`src/hw/rtl/ufh_pkg.sv`:
```
// shared types, response codes and response byte table for the upgrade frame handler
`timescale 1ns / 1ps

package ufh_pkg;

    localparam int HDR_LEN = 11;

    // response selected at frame end
    localparam logic [1:0] RESP_NONE = 2'd0;
    localparam logic [1:0] RESP_INFO = 2'd1;
    localparam logic [1:0] RESP_DATA = 2'd2;
    localparam logic [1:0] RESP_CMD4 = 2'd3;

    // frame commands in header byte 0
    localparam logic [7:0] CMD_INFO = 8'h02;
    localparam logic [7:0] CMD_DATA = 8'h03;
    localparam logic [7:0] CMD_CMD4 = 8'h04;

    // targets in header byte 5
    localparam logic [7:0] TGT_TBOX = 8'h01;
    localparam logic [7:0] TGT_MCU  = 8'h02;

    typedef struct packed {
        logic [1:0]  resp;
        logic        cpl;
        logic        tgt;
        logic [31:0] size;
        logic [7:0]  sel;
    } job_t;

    function automatic logic [2:0] resp_last_idx(input logic [1:0] resp);
        logic [2:0] r;
        case (resp)
            RESP_INFO: r = 3'd6;
            RESP_DATA: r = 3'd7;
            RESP_CMD4: r = 3'd5;
            default:   r = 3'd0;
        endcase
        return r;
    endfunction

    function automatic logic [7:0] resp_byte(input logic [1:0] resp, input logic [2:0] idx,
                                             input logic [7:0] sel);
        logic [7:0] b;
        b = 8'h00;
        case (resp)
            RESP_INFO:
            begin
                case (idx)
                    3'd0:    b = 8'h12;
                    3'd4:    b = 8'h01;
                    3'd6:    b = 8'h13;
                    default: b = 8'h00;
                endcase
            end
            RESP_DATA:
            begin
                case (idx)
                    3'd0:    b = 8'h13;
                    3'd4:    b = 8'h02;
                    3'd6:    b = sel;
                    3'd7:    b = sel ^ 8'h11;
                    default: b = 8'h00;
                endcase
            end
            RESP_CMD4:
            begin
                case (idx)
                    3'd0:    b = 8'h14;
                    3'd4:    b = 8'h01;
                    3'd5:    b = 8'h15;
                    default: b = 8'h00;
                endcase
            end
            default: b = 8'h00;
        endcase
        return b;
    endfunction

endpackage

```
`src/hw/rtl/upgrade_frame_handler.sv`:
```
// top level of the upgrade frame handler: frame receiver and result sequencing
//
// channel   signals                                               direction
// in        in_valid, in_stall, rx_byte, rx_last                  bytes in
// out       out_valid, out_stall, result_kind, tx_byte, tx_last,  results out
//           image_target, image_size
//
// one frame byte is taken per cycle while in_stall is low; header capture,
// xor check and the total update happen in the cycle a byte is taken
// a frame end with an answer loads the sequencer, which sends one result per
// cycle (up to 9); in_stall stays high until the last result is loaded
// results wait in a single output register while out_stall is high
// rst_n clears frame state, stored sizes and the received total
`timescale 1ns / 1ps

module upgrade_frame_handler
(
    input  logic        clk,
    input  logic        rst_n,
    input  logic        in_valid,
    output logic        in_stall,
    input  logic [7:0]  rx_byte,
    input  logic        rx_last,
    output logic        out_valid,
    input  logic        out_stall,
    output logic        result_kind,
    output logic [7:0]  tx_byte,
    output logic        tx_last,
    output logic        image_target,
    output logic [31:0] image_size
);
    import ufh_pkg::*;

    logic [3:0]  pos_reg;
    logic [7:0]  xor_reg;
    logic [7:0]  hdr_reg [HDR_LEN];
    logic [31:0] tbox_size_reg;
    logic [31:0] mcu_size_reg;
    logic [31:0] total_reg;

    logic [7:0]  hdr_cur [HDR_LEN];
    logic [7:0]  xor_cur;
    logic [31:0] info_size;
    logic [31:0] data_len;
    logic [31:0] total_sum;
    logic        accept;
    logic        frame_ok;
    logic        tgt_tbox;
    logic        tgt_mcu;
    logic        job_load;
    logic        busy;
    job_t        job;

    assign in_stall = busy;
    assign accept   = in_valid && !busy;

    always_comb
    begin
        for (int i = 0; i < HDR_LEN; i++)
        begin
            hdr_cur[i] = (pos_reg == 4'(i)) ? rx_byte : hdr_reg[i];
        end
    end

    assign xor_cur   = xor_reg ^ rx_byte;
    assign frame_ok  = (xor_cur == 8'h00);
    assign tgt_tbox  = (hdr_cur[5] == TGT_TBOX);
    assign tgt_mcu   = (hdr_cur[5] == TGT_MCU);
    assign info_size = {hdr_cur[6], hdr_cur[7], hdr_cur[8], hdr_cur[9]};
    assign data_len  = {hdr_cur[1], hdr_cur[2], hdr_cur[3], hdr_cur[4]};
    assign total_sum = total_reg + data_len - 32'd2;

    always_comb
    begin
        job      = '0;
        job.sel  = hdr_cur[6];
        job_load = 1'b0;
        if (accept && rx_last && frame_ok)
        begin
            unique case (hdr_cur[0])
                CMD_INFO:
                begin
                    job.resp = RESP_INFO;
                    job_load = 1'b1;
                end
                CMD_DATA:
                begin
                    job.resp = RESP_DATA;
                    job_load = 1'b1;
                    if (tgt_tbox && total_sum == tbox_size_reg)
                    begin
                        job.resp = RESP_NONE;
                        job.cpl  = 1'b1;
                        job.tgt  = 1'b0;
                        job.size = tbox_size_reg;
                    end
                    else if (tgt_mcu && total_sum == mcu_size_reg)
                    begin
                        job.cpl  = 1'b1;
                        job.tgt  = 1'b1;
                        job.size = mcu_size_reg;
                    end
                end
                CMD_CMD4:
                begin
                    job.resp = RESP_CMD4;
                    job_load = 1'b1;
                end
                default:
                begin
                    job_load = 1'b0;
                end
            endcase
        end
    end

    always_ff @(posedge clk or negedge rst_n)
    begin
        if (!rst_n)
        begin
            pos_reg       <= 4'd0;
            xor_reg       <= 8'h00;
            tbox_size_reg <= 32'd0;
            mcu_size_reg  <= 32'd0;
            total_reg     <= 32'd0;
            for (int i = 0; i < HDR_LEN; i++)
            begin
                hdr_reg[i] <= 8'h00;
            end
        end
        else if (accept)
        begin
            if (rx_last)
            begin
                pos_reg <= 4'd0;
                xor_reg <= 8'h00;
                for (int i = 0; i < HDR_LEN; i++)
                begin
                    hdr_reg[i] <= 8'h00;
                end
                if (frame_ok && hdr_cur[0] == CMD_INFO)
                begin
                    if (tgt_tbox)
                    begin
                        tbox_size_reg <= info_size;
                    end
                    else if (tgt_mcu)
                    begin
                        mcu_size_reg <= info_size;
                    end
                end
                if (frame_ok && hdr_cur[0] == CMD_DATA && (tgt_tbox || tgt_mcu))
                begin
                    total_reg <= total_sum;
                end
            end
            else
            begin
                xor_reg <= xor_cur;
                for (int i = 0; i < HDR_LEN; i++)
                begin
                    hdr_reg[i] <= hdr_cur[i];
                end
                // position saturates past the header
                if (pos_reg < 4'(HDR_LEN))
                begin
                    pos_reg <= pos_reg + 4'd1;
                end
            end
        end
    end

    ufh_tx_seq u_tx_seq
    (
        .clk          (clk),
        .rst_n        (rst_n),
        .job_load     (job_load),
        .job          (job),
        .busy         (busy),
        .out_valid    (out_valid),
        .out_stall    (out_stall),
        .result_kind  (result_kind),
        .tx_byte      (tx_byte),
        .tx_last      (tx_last),
        .image_target (image_target),
        .image_size   (image_size)
    );

endmodule

```
`src/hw/rtl/ufh_tx_seq.sv`:
```
// response sequencer and result register of the upgrade frame handler
`timescale 1ns / 1ps

module ufh_tx_seq
(
    input  logic         clk,
    input  logic         rst_n,
    input  logic         job_load,
    input  ufh_pkg::job_t job,
    output logic         busy,
    output logic         out_valid,
    input  logic         out_stall,
    output logic         result_kind,
    output logic [7:0]   tx_byte,
    output logic         tx_last,
    output logic         image_target,
    output logic [31:0]  image_size
);
    import ufh_pkg::*;

    logic        busy_reg, busy_next;
    job_t        job_reg, job_next;
    logic [2:0]  idx_reg, idx_next;
    logic        out_valid_reg, out_valid_next;
    logic        kind_reg, kind_next;
    logic [7:0]  byte_reg, byte_next;
    logic        last_reg, last_next;
    logic        tgt_reg, tgt_next;
    logic [31:0] size_reg, size_next;
    logic        emit;

    // result register is free when empty or its item is taken this cycle
    assign emit = busy_reg && (!out_valid_reg || !out_stall);

    always_comb
    begin
        busy_next      = busy_reg;
        job_next       = job_reg;
        idx_next       = idx_reg;
        out_valid_next = out_valid_reg && out_stall;
        kind_next      = kind_reg;
        byte_next      = byte_reg;
        last_next      = last_reg;
        tgt_next       = tgt_reg;
        size_next      = size_reg;
        if (job_load)
        begin
            busy_next = 1'b1;
            job_next  = job;
            idx_next  = 3'd0;
        end
        else if (emit)
        begin
            out_valid_next = 1'b1;
            if (job_reg.cpl)
            begin
                kind_next    = 1'b1;
                byte_next    = 8'h00;
                last_next    = 1'b1;
                tgt_next     = job_reg.tgt;
                size_next    = job_reg.size;
                job_next.cpl = 1'b0;
                // tbox completion ends the answer
                if (job_reg.resp == RESP_NONE)
                begin
                    busy_next = 1'b0;
                end
            end
            else
            begin
                kind_next = 1'b0;
                byte_next = resp_byte(job_reg.resp, idx_reg, job_reg.sel);
                last_next = (idx_reg == resp_last_idx(job_reg.resp));
                tgt_next  = 1'b0;
                size_next = 32'd0;
                if (idx_reg == resp_last_idx(job_reg.resp))
                begin
                    busy_next = 1'b0;
                end
                else
                begin
                    idx_next = idx_reg + 3'd1;
                end
            end
        end
    end

    always_ff @(posedge clk or negedge rst_n)
    begin
        if (!rst_n)
        begin
            busy_reg      <= 1'b0;
            out_valid_reg <= 1'b0;
            job_reg       <= '0;
            idx_reg       <= 3'd0;
        end
        else
        begin
            busy_reg      <= busy_next;
            out_valid_reg <= out_valid_next;
            job_reg       <= job_next;
            idx_reg       <= idx_next;
        end
    end

    always_ff @(posedge clk)
    begin
        kind_reg <= kind_next;
        byte_reg <= byte_next;
        last_reg <= last_next;
        tgt_reg  <= tgt_next;
        size_reg <= size_next;
    end

    assign busy         = busy_reg;
    assign out_valid    = out_valid_reg;
    assign result_kind  = kind_reg;
    assign tx_byte      = byte_reg;
    assign tx_last      = last_reg;
    assign image_target = tgt_reg;
    assign image_size   = size_reg;

endmodule

```
`config.mk`:
```
export PLATFORM = sky130hd
export DESIGN_NAME = upgrade_frame_handler
export DESIGN_NICKNAME = d
export VERILOG_FILES = /design/src/hw/rtl/ufh_pkg.sv /design/src/hw/rtl/upgrade_frame_handler.sv /design/src/hw/rtl/ufh_tx_seq.sv
export SDC_FILE = /design/constraint.sdc
export NUM_CORES = 1
export LEC_CHECK = 0
export BUFFER_PORTS_ARGS = -buffer_cell sky130_fd_sc_hd__buf_2
export CAP_MARGIN = 40
export CORE_AREA = 2 2 243 245
export DETAILED_ROUTE_END_ITERATION = 8
export DIE_AREA = 0 0 245 247
export PLACE_DENSITY = 0.41
export SYNTH_ARGS = -nofsm -noshare
export SYNTH_HDL_FRONTEND = slang
export SYNTH_HIERARCHICAL = 1
export SYNTH_SLANG_ARGS = --single-unit
```
`constraint.sdc`:
```
create_clock -name clk -period 11.7 [get_ports clk]
set_clock_uncertainty 0.2 [all_clocks]
set_input_delay 1.755 -clock clk [delete_from_list [all_inputs] [get_ports clk]]
set_output_delay 1.755 -clock clk [all_outputs]
set_load 0.02 [all_outputs]
```
== After elaboration in Yosys (flattened, before gate mapping) ==
Index checks and enable logic that the tools add are counted.
Word-level totals
  register bits: 280
  output and inout port bits: 45
Operators by class
  add/sub/neg operators: 4
  $lt $le $gt $ge: 1
  equal/unequal tests: 28
  muxes and demuxes: 45
  bitwise operators: 4
  reductions and logical operators: 30
Operator list (number)
  $mux W34: 3
  $mux W8: 12
  $mux W88: 1
  $eq A32 B32 Y1: 2
  $mux W36: 1
  $add A32 B32 Y32: 1
  $pmux W8 S4: 1
  $sub A32 B2 Y32 const B: 1
  $pmux W5 S3: 2
  $eq A8 B2 Y1 const B: 3
  $pmux W8 S3: 1
  $mux W3: 7
  $eq A4 B3 Y1 const B: 4
  $eq A3 B3 Y1 const B: 4
  $eq A4 B4 Y1 const B: 3
  $mux W1: 12
  $logic_and A1 B1 Y1: 10
  $pmux W3 S3: 1
  $reduce_and A3 Y1: 3
  $eq A4 B2 Y1 const B: 2
  $eq A8 B1 Y1 const B: 1
  $eq A8 B3 Y1 const B: 1
  $logic_not A8 Y1: 1
  $mux W4: 2
  25 further kinds: 33

== Logic depth before layout (Yosys ltp) ==
Gate-level depths: netlist of run 1.
  depth after elaboration: 12
  mapped depth: 25
  depth with buffers taken out: 21

== Modules after synthesis ==
The synthesis of run 1 kept the hierarchy.
Modules (own cells, without submodules)
  upgrade_frame_handler: instances 1, cells an instance 1550, area an instance 13431.6 um^2, seq. area each 4704.5 um^2
  ufh_tx_seq: instances 1, cells an instance 250, area an instance 3756.1 um^2, seq. area each 2517.4 um^2

== Worst setup path before layout of run 1 ==
OpenSTA, ideal clock, no wires.
  path kind: input-to-reg
  from: in rx_byte[1]
  to: reg u_tx_seq/job_reg[12] (netlist name)
  setup time: 0.065 ns
  arrival time: 6.524 ns
  path slack: 4.911 ns
  stages on the path: 22
  buffers on the path: 4
  cells stage by stage: buf_1 clkinv_1 nor2_1 a21oi_1 ha_1 inv_1 ha_1 fa_1 a211oi_1 nor4_2 o21ai_1 a211oi_1 a211oi_1 xnor2_1 nand2_1 or4_1 clkbuf_1 or4_1 buf_6 buf_8 a221oi_2 mux2_2
RTL lines
  start: declaration: RTL line upgrade_frame_handler.sv:22  | input logic [7:0] rx_byte,
  end signal: assignment: RTL line ufh_tx_seq.sv:101  | job_reg <= job_next;
  end: declaration: RTL line ufh_tx_seq.sv:22  | job_t job_reg, job_next;

==> results of run 1 <==
-- Yosys cell counts, drive strengths merged, types with 4 or more instances --
cell / instances / area [µm²]
or2: 5 / 31.3
or4: 6 / 48.8
xor2: 28 / 253
nand2b: 8 / 50.1
mux2: 58 / 653
nand3: 16 / 80.1
inv: 121 / 454
nor4: 9 / 62.6
and4: 6 / 52.6
o31ai: 38 / 285
a31oi: 9 / 56.3
dfrtp: 237 / 5930
o2111ai: 4 / 35.0
xor3: 5 / 119
clkbuf: 97 / 364
or3: 8 / 50.1
nand4: 48 / 300
a221oi: 34 / 479
a21oi: 80 / 412
nand2: 202 / 758
a211o: 4 / 35.0
nor2: 81 / 304
xnor3: 5 / 113
nor2b: 12 / 75.1
nor3: 22 / 121
mux2i: 56 / 561
a22oi: 40 / 300
buf: 29 / 188
nand3b: 4 / 33.8
edfxtp: 43 / 1290
a211oi: 11 / 82.6
ha: 74 / 926
o21ai: 195 / 976
nor3b: 6 / 50.1
a21boi: 5 / 41.3
and2: 48 / 304
xnor2: 61 / 534
o21bai: 7 / 52.6
o211ai: 7 / 57.6
a21o: 14 / 105
and3: 5 / 31.3
-- placed cells by master (no fill, tap or decap), types with 12 or more instances in the layout --
cell / count
dfrtp_1: 237
nand2_1: 201
o21ai_0: 185
inv_1: 121
nor2_1: 80
a21oi_1: 77
ha_1: 74
xnor2_1: 61
mux2_2: 58
mux2i_1: 56
buf_2: 56
nand4_1: 48
and2_1: 45
edfxtp_1: 43
a22oi_1: 40
o31ai_1: 38
clkbuf_16: 37
a221oi_2: 29
xor2_1: 27
nor3_1: 21
buf_4: 18
nand3_1: 15
a21o_1: 14
nor2b_1: 12
-- path summary, 6_finish.rpt --
path,start,to,slack (ns),cells after the start
setup / recovery,rx_byte[1],u_tx_seq/job_reg[8],4.08,21
max in group asynchronous,rst_n,u_tx_seq/job_reg[8],8.98,3
hold reg to reg,hdr_reg[79],hdr_reg[79],0.27,2
hold / removal,hdr_reg[79],hdr_reg[79],0.27,2
setup reg to reg,pos_reg[0],u_tx_seq/job_reg[8],4.65,22
min in group asynchronous,rst_n,xor_reg[3],0.92,1
-- routing by layer --
metal / routed length (µm) / part of all wire, % / vias to the layer above
li1: - / - / 6428
met1: 27600 / 51 / 6623
met2: 23200 / 43 / 317
met3: 2360 / 4.4 / 72
met4: 1040 / 1.9 / 0
met5: 0 / 0 / -
-- report_power, final --
group | leakage (nW) | internal [mW] | switching [mW] | total [mW]
clock | 0.572 | 0.653 | 0.449 | 1.10
sequential | 3.67 | 1.03 | 0.0349 | 1.06
combinational | 4.21 | 0.247 | 0.470 | 0.717
total | 8.46 | 1.93 | 0.954 | 2.88
-- per-stage QoR --
step	worst slack [ns]	total power, mW	hold slack [ns]	utilization (%)	std cells
after global routing	3.75	3.03	0.290	33.4	2597
after CTS	4.11	2.92	0.276	33.4	2597
final	4.08	2.88	0.275	33.4	2598
after detailed placement	3.55	1.79	0.264	31.4	2532
after global placement	3.45	1.79	0.257	31.0	2522
after floorplan	4.91	1.56	0.242	-	1800
-- area by class of cell --
type	instances	area share (%)
multi-input combinational	1272	46.2
timing repair buffer	85	3.46
tap	773	4.97
antenna	1	0.0128
clock buffer	58	5.72
sequential	280	37.1
clock inverter	7	0.250
inverter	122	2.35
-- logic make-up (layout without fill, tap and decap cells) --
family / Yosys count / after routing / synth area share (%)
other cells: 0 / 1 / 0
fa+ha+maj: 75 / 75 / 5.50
mux: 114 / 114 / 7.06
xor+xnor: 99 / 99 / 5.93
flops: 280 / 280 / 42.0
simple gates: 496 / 496 / 14.2
buf+inv: 248 / 272 / 5.87
compound gates: 488 / 488 / 19.4
-- worst reg2reg max path, stage by stage, from the launching register on --
cell and delay, ns:
dfrtp_1 0.44, inv_1 0.11, ha_1 0.22, nand2_1 0.43
nor2_1 0.26, a21oi_1 0.09, ha_1 0.32, inv_1 0.04
ha_1 0.21, fa_1 0.51, a211oi_1 0.37, nor4_2 0.13
o21ai_1 0.35, a211oi_1 0.14, a211oi_1 0.49, xnor2_1 0.20
nand2_1 0.10, or4_1 0.52, buf_4 0.27, or4_2 0.79
buf_12 0.27, a221oi_1 0.35, mux2_2 0.21
==> qor.csv, run 1 <==
stage,metric,value,unit
outcome,status,finished clean,
worst_setup_path,critical_path.slowest_cell,or4_2,
global_route,grt_start_max_net_pins,65,
place,numPortBuffers,57,
clock_network,cts-hold-fix-buffers,0,
power,ir_worst_vdd,83.9,µV
route,viasPerCell,5.17,
floorplanning,die_w,245,µm
worst_setup_path,critPathKind,in2reg,
timing,fmax,131,MHz
logic_synthesis,ys_ff_latch,280,
global_route,track_usage,18.1,%
floorplanning,ios,58,
worst_setup_path,slowest_delay,0.77,ns
route,drtPass1Iterations,5,
logic_synthesis,synthFlopType,dfrtp_1,
worst_setup_path,crit_arrival,7.91,ns
floorplanning,num_rows,89,
clock_network,tritoncts,yes,
timing,slew_headroom,40.3,%
clock_network,post_cts_buffers,0,
place,gp_congestion,0.858,
logic_synthesis,syn_inst,1800,
global_route,antenna_found_initial,1,
clock_network,path_clk_slew,0.05,ns
logic_synthesis,yosys_warnings,6,
route,wl,54100,µm
timing,setup_viol,0,
global_route,grt_busiest_layer,met1,
cells_and_area,nets,1885,
global_route,gr-usage-met1,27.8,%
worst_hold_path,hold_class,reg2reg,
clock_network,clock_tree.root_cell,clkbuf_16,
route,drtIter0Drc,961,
timing,hold_violations,0,
worst_setup_path,cp_max_fo,34,
worst_setup_path,cpLargestDelayFamily,compound AO/OA/AOI/OAI gates,
timing,tightest_slew,0.886,ns
floorplanning,initial_core_util,29.5,%
logic_synthesis,ys_seq_area_share,42.0,%
clock_network,htreeDepth,2,
cells_and_area,final_area,0.0195,mm²
worst_setup_path,crit_top_cell,a211oi_1,
route,vias,13400,
worst_setup_path,crit_required,11.99,ns
floorplanning,core,0.0582,mm²
clock_network,insertion_delay,0.56,ns
timing,rsz0062_at_grt,no,
cells_and_area,fillers,5964,
place,dpl.hpwl,39300,µm
route,wl_per_cell,20.8,µm
power,power-per-cell-area,148,mW/mm²
floorplanning,dieHeight,247,µm
logic_synthesis,syn_avg_cell_area,9.55,µm²
clock_network,cts_sinks,280,
logic_synthesis,async_flop_share,84.6,%
global_route,grt_pass1_wl,83800,µm
clock_network,cts_buffer_depth,3,
floorplanning,dieArea,0.0605,mm²
global_route,use_met2,26.6,%
cells_and_area,layout-drive-gt1-share,14.5,%
timing,period_share,65.2,%
global_route,grt_util_met3,2.27,%
global_route,grt_pass1_vias,13100,
route,drc,0,
clock_network,cts_resized,0,
logic_synthesis,synth_edf_count,43,
logic_synthesis,ys_types,92,
logic_synthesis,syn_area,0.0172,mm²
worst_setup_path,path_buf_inv,5,
clock_network,cts_buffers,36,
cells_and_area,largest_reg_flops,80,
worst_setup_path,cp_cell_sequence,buf_2 -> clkinv_1 -> nor2_1 -> a21oi_1 -> ha_1 -> inv_1 -> ha_1 -> fa_1 -> a211oi_1 -> nor4_2 -> o21ai_1 -> a211oi_1 -> a211oi_1 -> xnor2_1 -> nand2_1 -> or4_1 -> buf_4 -> or4_2 -> buf_12 -> a221oi_1 -> mux2_2,
run,maxCapViolCount,0,
timing,layout_min_cycle_time,7.62,ns
global_route,grt-ovfl-total,0,
logic_synthesis,mappedNetlistNets,1888,
route,antenna_left,0,
timing,fin_tns_setup,0,ns
place,placed_area,0.0183,mm²
cells_and_area,multi_input_area,0.00899,mm²
worst_setup_path,start_kind,input port,
cells_and_area,syn2layout_area_growth,13.3,%
power,p_leak,8.46,nW
timing,slew_viol_final,0,
cells_and_area,regArea,0.00722,mm²
worst_setup_path,cp-end-kind,flip-flop,
Power figures use the tool's default switching activity.
==> run 2: changes to the inputs <==
--- a/config.mk
+++ b/config.mk
@@ -5,12 +5,13 @@
 export SDC_FILE = /design/constraint.sdc
 export NUM_CORES = 1
 export LEC_CHECK = 0
+export ABC_AREA = 1
 export BUFFER_PORTS_ARGS = -buffer_cell sky130_fd_sc_hd__buf_2
 export CAP_MARGIN = 40
 export CORE_AREA = 2 2 243 245
 export DETAILED_ROUTE_END_ITERATION = 8
 export DIE_AREA = 0 0 245 247
-export PLACE_DENSITY = 0.41
+export PLACE_DENSITY = 0.43
 export SYNTH_ARGS = -nofsm -noshare
 export SYNTH_HDL_FRONTEND = slang
 export SYNTH_HIERARCHICAL = 1
==> constraint.sdc (replaced) <==
create_clock -name clk -period 6.5 [get_ports clk]
set_clock_uncertainty 0.2 [all_clocks]
set_input_delay 0.975 -clock clk [delete_from_list [all_inputs] [get_ports clk]]
set_output_delay 0.975 -clock clk [all_outputs]
set_load 0.02 [all_outputs]
==> run 2 against run 1 <==
  * Flip-flop and latch count did not move
  * Combinational power rose to 7.0 times the previous value
  * Non-clock buffer count fell by 6
  * Largest power group is now combinational cells
==> qor.csv, run 2 <==
stage,metric,value,unit
timing,slew_viol_final,0,
timing,fmax,170,MHz
power,p_total,8.92,mW
clock_network,cts_resized,0,
worst_setup_path,r2r_start,pos_reg[2],
worst_setup_path,crit_top_cell,nand2_1,
logic_synthesis,ys_types,51,
floorplanning,ios,58,
worst_setup_path,critPathKind,reg2reg,
cells_and_area,final_common_cell,nand2_1,
place,pre_cts_ws,0.631,ns
logic_synthesis,ys_seq_area_share,41.9,%
worst_setup_path,cp-startpoint,pos_reg[2],
place,placed_area,0.0183,mm²
power,power-per-cell-area,459,mW/mm²
worst_setup_path,crit_arrival,6.11,ns
place,gp_congestion,0.954,
global_route,antenna_found_initial,0,
clock_network,path_clk_slew,0.05,ns
floorplanning,dieArea,0.0605,mm²
place,dpl.hpwl,42500,µm
timing,hold_violations,0,
logic_synthesis,yosysTopAreaCellShare,34.4,%
logic_synthesis,ys_ff_latch,280,
route,drtPass1Iterations,5,
outcome,status,finished clean,
power,p_leak,10.3,nW
route,viasPerCell,4.69,
timing,tightest_slew,0.921,ns
worst_setup_path,cp-end-kind,flip-flop,
global_route,grt_util_met3,2.63,%
route,drc,0,
timing,setup_ws,0.622,ns
clock_network,cts-hold-fix-buffers,0,
floorplanning,num_rows,89,
global_route,track_usage,19.2,%
logic_synthesis,synth_top_cells_by_count,"792 x nand2_1, 411 x inv_1, 237 x dfrtp_1",
logic_synthesis,yosys-top-cells-area,"dfrtp_1 34%, nand2_1 17%, inv_1 9.0%",
clock_network,cts_sinks,280,
cells_and_area,final_cell_mix,"792 x nand2_1, 411 x inv_1, 237 x dfrtp_1, 190 x o21ai_0, 150 x nand3_1",
worst_hold_path,hold_class,in2async,
route,wl,57000,µm
logic_synthesis,synth_area_leader_cell,dfrtp_1,
worst_setup_path,cp_max_fo,33,
cells_and_area,largest_reg_flops,80,
timing,layout_min_cycle_time,5.88,ns
floorplanning,dieHeight,247,µm
timing,period_share,90.4,%
logic_synthesis,synthFlopType,dfrtp_1,
global_route,grt-ovfl-total,0,
route,vias,15100,
route,wl_per_cell,17.7,µm
logic_synthesis,mappedNetlistNets,2480,
power,ir_worst_vdd,172,µV
timing,setup_viol,0,
worst_setup_path,slowest_delay,0.58,ns
floorplanning,die_w,245,µm
clock_network,post_cts_buffers,0,
floorplanning,initial_core_util,29.6,%
floorplanning,core,0.0582,mm²
clock_network,clock_tree.root_cell,clkbuf_16,
logic_synthesis,synth_edf_count,43,
cells_and_area,syn2layout_area_growth,12.8,%
worst_setup_path,critical_path.slowest_cell,dfrtp_1,
logic_synthesis,syn_inst,2392,
route,antenna_left,0,
timing,fin_tns_setup,0,ns
global_route,grt_busiest_layer,met2,
global_route,grt_pass1_wl,88300,µm
logic_synthesis,syn_avg_cell_area,7.20,µm²
logic_synthesis,syn_area,0.0172,mm²
timing,rsz0062_at_grt,no,
cells_and_area,final_area,0.0194,mm²
clock_network,insertion_delay,0.55,ns
global_route,grt_start_max_net_pins,143,
route,drtIter0Drc,1161,
global_route,use_met2,28.9,%
place,numPortBuffers,57,
global_route,grt_pass1_vias,14400,
worst_setup_path,crit_required,6.74,ns
logic_synthesis,async_flop_share,84.6,%
cells_and_area,layout-drive-gt1-share,8.00,%
worst_setup_path,start_kind,flip-flop,
cells_and_area,antenna_cells,0,
global_route,gr-usage-met1,28.8,%
timing,slew_headroom,38.6,%
clock_network,tritoncts,yes,
logic_synthesis,yosys.cell_count.top_type,nand2_1,
clock_network,cts_buffer_depth,3,
clock_network,htreeDepth,2,
run,maxCapViolCount,0,
clock_network,cts_buffers,37,
cells_and_area,nets,2514,
logic_synthesis,yosys_warnings,6,
-- run 2: cell count changes after synthesis, moves of 29 or more --
cell	delta
clkbuf_1	-45
o22ai_1	+69
a22oi_1	-40
xnor2_1	-48
mux2i_1	-56
and2_1	-44
a221oi_2	-29
a21oi_1	-42
nand3_1	+134
o31ai_1	-38
nor2_1	+49
mux2_2	-57
nand2_1	+590
inv_1	+290
-- run 2: routing by layer --
metal	vias to the layer above	part of all wire, %
li1	7632	-
met1	7053	51
met5	-	0
met4	0	2.2
met2	363	42
met3	69	5.1
-- run 2: metrics by stage --
| stage | utilization, % | cells | hold WS (ns) |
|---|---|---|---|
| 2_1_floorplan | - | 2392 | 0.220 |
| 5_1_grt | 33.4 | 3224 | 0.298 |
| 3_3_place_gp | 31.3 | 3158 | 0.258 |
| 3_5_place_dp | 31.4 | 3160 | 0.260 |
| 6_report | 33.4 | 3224 | 0.229 |
| 4_1_cts | 33.4 | 3224 | 0.274 |
-- run 2: critical path: cells and delay by family, from the launching register on --
family,cells,cell delay (ns)
flip-flops,1,0.58
AO/OA/AOI/OAI,2,0.36
buffers and inverters,4,0.39
AND/OR/NAND/NOR,21,3.12
adder cells (fa/ha/maj),3,1.08
-- run 2: power breakdown --
group          switching, mW  leakage (nW)  total (mW)  internal [mW]
combinational           3.59          6.01        5.00           1.42
sequential            0.0420          3.69        1.91           1.87
clock                  0.799         0.573        2.01           1.21
-- run 2: path summary, 6_finish.rpt --
check | end | slack [ns] | cells after the start
min | hdr_reg[12] | 0.23 | 1
min in group clk | u_tx_seq/job_reg[12] | 0.27 | 2
max in group asynchronous | total_reg[29] | 4.53 | 2
max reg2reg | u_tx_seq/job_reg[41] | 0.62 | 30
min reg2reg | u_tx_seq/job_reg[12] | 0.27 | 2
max | u_tx_seq/job_reg[41] | 0.62 | 30
-- run 2: cell families (layout without fill, tap and decap cells) --
group,after synthesis,after routing,share of synthesized area [%]
AND/OR/NAND/NOR,1191,1191,29.3
flip-flops,280,280,41.9
multiplexers,3,3,0.240
XOR/XNOR,23,23,1.29
adder cells (fa/ha/maj),75,75,5.49
AO/OA/AOI/OAI,317,317,10.0
buffers and inverters,503,562,11.7
-- run 2: cell type report --
| cell class | instances | area, µm² |
|---|---|---|
| Tap cell | 773 | 967 |
| Fill cell | 6295 | 38800 |
| Inverter | 419 | 1580 |
| Timing Repair Buffer | 79 | 490 |
| Clock buffer | 50 | 1010 |
| Multi-Input combinational cell | 1609 | 8010 |
| Clock inverter | 14 | 149 |
| Sequential cell | 280 | 7220 |
==> run 3: changes to the inputs <==
--- a/config.mk
+++ b/config.mk
@@ -11,7 +11,7 @@
 export CORE_AREA = 2 2 243 245
 export DETAILED_ROUTE_END_ITERATION = 8
 export DIE_AREA = 0 0 245 247
-export PLACE_DENSITY = 0.43
+export PLACE_DENSITY_LB_ADDON = 0.05
 export SYNTH_ARGS = -nofsm -noshare
 export SYNTH_HDL_FRONTEND = slang
 export SYNTH_HIERARCHICAL = 1
==> run 3 against run 2 <==
  * First-iteration DRC count is 17% lower
  * Final area increased by 0.73%
  * Core utilization increased by 0.24 points
  * Sequential share of layout area is 0.27 points lower
  * Sequential power hardly changed
  * Clock power barely moved
==> qor.csv, run 3 (synthesis results as in run 2) <==
stage,metric,value,unit
global_route,track_usage,19.8,%
timing,rsz0062_at_grt,no,
cells_and_area,syn2layout_area_growth,13.7,%
clock_network,insertion_delay,0.54,ns
cells_and_area,nets,2518,
global_route,antenna_found_initial,1,
clock_network,tritoncts,yes,
global_route,grt_pass1_wl,90200,µm
route,drtPass1Iterations,5,
outcome,status,finished clean,
worst_hold_path,hold_class,in2async,
worst_setup_path,critPathKind,reg2reg,
floorplanning,dieArea,0.0605,mm²
clock_network,cts_buffers,37,
global_route,grt_pass1_vias,14400,
worst_setup_path,crit_required,6.77,ns
cells_and_area,fillers,6363,
timing,fmax,171,MHz
run,maxCapViolCount,0,
clock_network,path_clk_slew,0.05,ns
worst_setup_path,critical_path.slowest_cell,o21ai_0,
clock_network,cts_buffer_depth,3,
floorplanning,num_rows,89,
floorplanning,core,0.0582,mm²
route,wl,59500,µm
route,wl_per_cell,18.4,µm
worst_setup_path,start_kind,flip-flop,
timing,fin_tns_setup,0,ns
clock_network,cts_sinks,280,
power,power-per-cell-area,457,mW/mm²
route,antenna_left,0,
power,p_leak,10.3,nW
global_route,grt-ovfl-total,0,
clock_network,htreeDepth,2,
place,numPortBuffers,57,
cells_and_area,final_common_cell,nand2_1,
timing,setup_viol,0,
cells_and_area,largest_reg_flops,80,
clock_network,post_cts_buffers,0,
route,vias,15100,
floorplanning,ios,58,
route,viasPerCell,4.68,
timing,slew_headroom,39.6,%
worst_setup_path,crit_top_cell,nand2_1,
timing,slew_viol_final,0,
cells_and_area,multi_input_area,0.00804,mm²
cells_and_area,layout-drive-gt1-share,8.19,%
global_route,grt_start_max_net_pins,119,
place,dpl.hpwl,45500,µm
power,p_total,8.95,mW
worst_setup_path,cp_max_fo,33,
power,ir_worst_vdd,189,µV
clock_network,clock_tree.root_cell,clkbuf_16,
route,drc,0,
place,gp_congestion,0.885,
timing,layout_min_cycle_time,5.84,ns
cells_and_area,final_cell_mix,"791 x nand2_1, 411 x inv_1, 237 x dfrtp_1, 190 x o21ai_0, 150 x nand3_1",
timing,period_share,89.8,%
worst_setup_path,cp-end-kind,flip-flop,
route,drtIter0Drc,964,
timing,hold_violations,0,
worst_setup_path,crit_arrival,6.11,ns
timing,tightest_slew,0.897,ns
floorplanning,dieHeight,247,µm
floorplanning,die_w,245,µm
floorplanning,initial_core_util,29.6,%
worst_setup_path,slowest_delay,0.81,ns
cells_and_area,regArea,0.00722,mm²
cells_and_area,antenna_cells,0,
[run 3: cell types whose count changed in the layout (fill, tap and decap cells not counted), sizes merged]
cell | before | now
bufinv | 3 | 2
clkinv | 12 | 5
clkbuf | 50 | 55
buf | 79 | 82
clkinvlp | 1 | 3
nand3 | 160 | 161
inv | 417 | 418
[run 3: layer usage]
layer | global-route usage, % | share of wire [%]
met1 | 29.7 | 51
met2 | 29.9 | 43
met3 | 2.54 | 4.3
met4 | 5.02 | 2.2
met5 | 0 | 0
[run 3: layout make-up]
class / count / area share, %
Inverter: 419 / 8.05
Sequential cell: 280 / 36.9
Timing Repair Buffer: 82 / 3.06
Tap cell: 773 / 4.94
Clock buffer: 55 / 5.44
Multi-Input combinational cell: 1610 / 41.1
Clock inverter: 9 / 0.524
[run 3: repair_timing]
action	in CTS	in global routing
resized for setup	0	3
hold buffers	0	0
endpoints found under the setup margin	0	32
[run 3: worst max-delay path, delay by kind of cell (launching register included)]
family | cells | cell delay [ns]
flops | 1 | 0.52
simple gates | 21 | 3.39
buf+inv | 2 | 0.16
fa+ha+maj | 2 | 0.67
compound gates | 1 | 0.81
[run 3: power by group]
part	internal [mW]	total, mW	leakage (nW)	switching [mW]
combinational	1.43	5.04	6.07	3.61
sequential	1.87	1.91	3.69	0.0410
clock	1.21	2.00	0.564	0.792
total	4.51	8.95	10.3	4.44
[run 3: worst paths after layout]
kind                            cells past startpoint  slack [ns]              endpoint                 from
worst max register to register                     26        0.66  u_tx_seq/job_reg[20]           pos_reg[2]
worst min-delay path                                1        0.17           hdr_reg[13]                rst_n
worst max-delay path                               26        0.66  u_tx_seq/job_reg[20]           pos_reg[2]
worst min register to register                      2        0.27   u_tx_seq/job_reg[8]  u_tx_seq/job_reg[8]
min in group clk                                    2        0.27   u_tx_seq/job_reg[8]  u_tx_seq/job_reg[8]
max in group asynchronous                           2        4.69    u_tx_seq/out_valid                rst_n
[run 3: per-stage QoR]
| stage | instances | hold WS, ns | worst slack [ns] | instance area (µm²) | utilization (%) |
|---|---|---|---|---|---|
| after floorplan | 2392 | 0.220 | 1.78 | 17200 | - |
| after global routing | 3228 | 0.198 | 0.0286 | 19600 | 33.6 |
| after global placement | 3156 | 0.255 | 0.526 | 18200 | 31.3 |
| final | 3228 | 0.171 | 0.662 | 19600 | 33.6 |
| after CTS | 3227 | 0.187 | 0.398 | 19500 | 33.6 |
| after detailed placement | 3163 | 0.258 | 0.436 | 18400 | 31.6 |
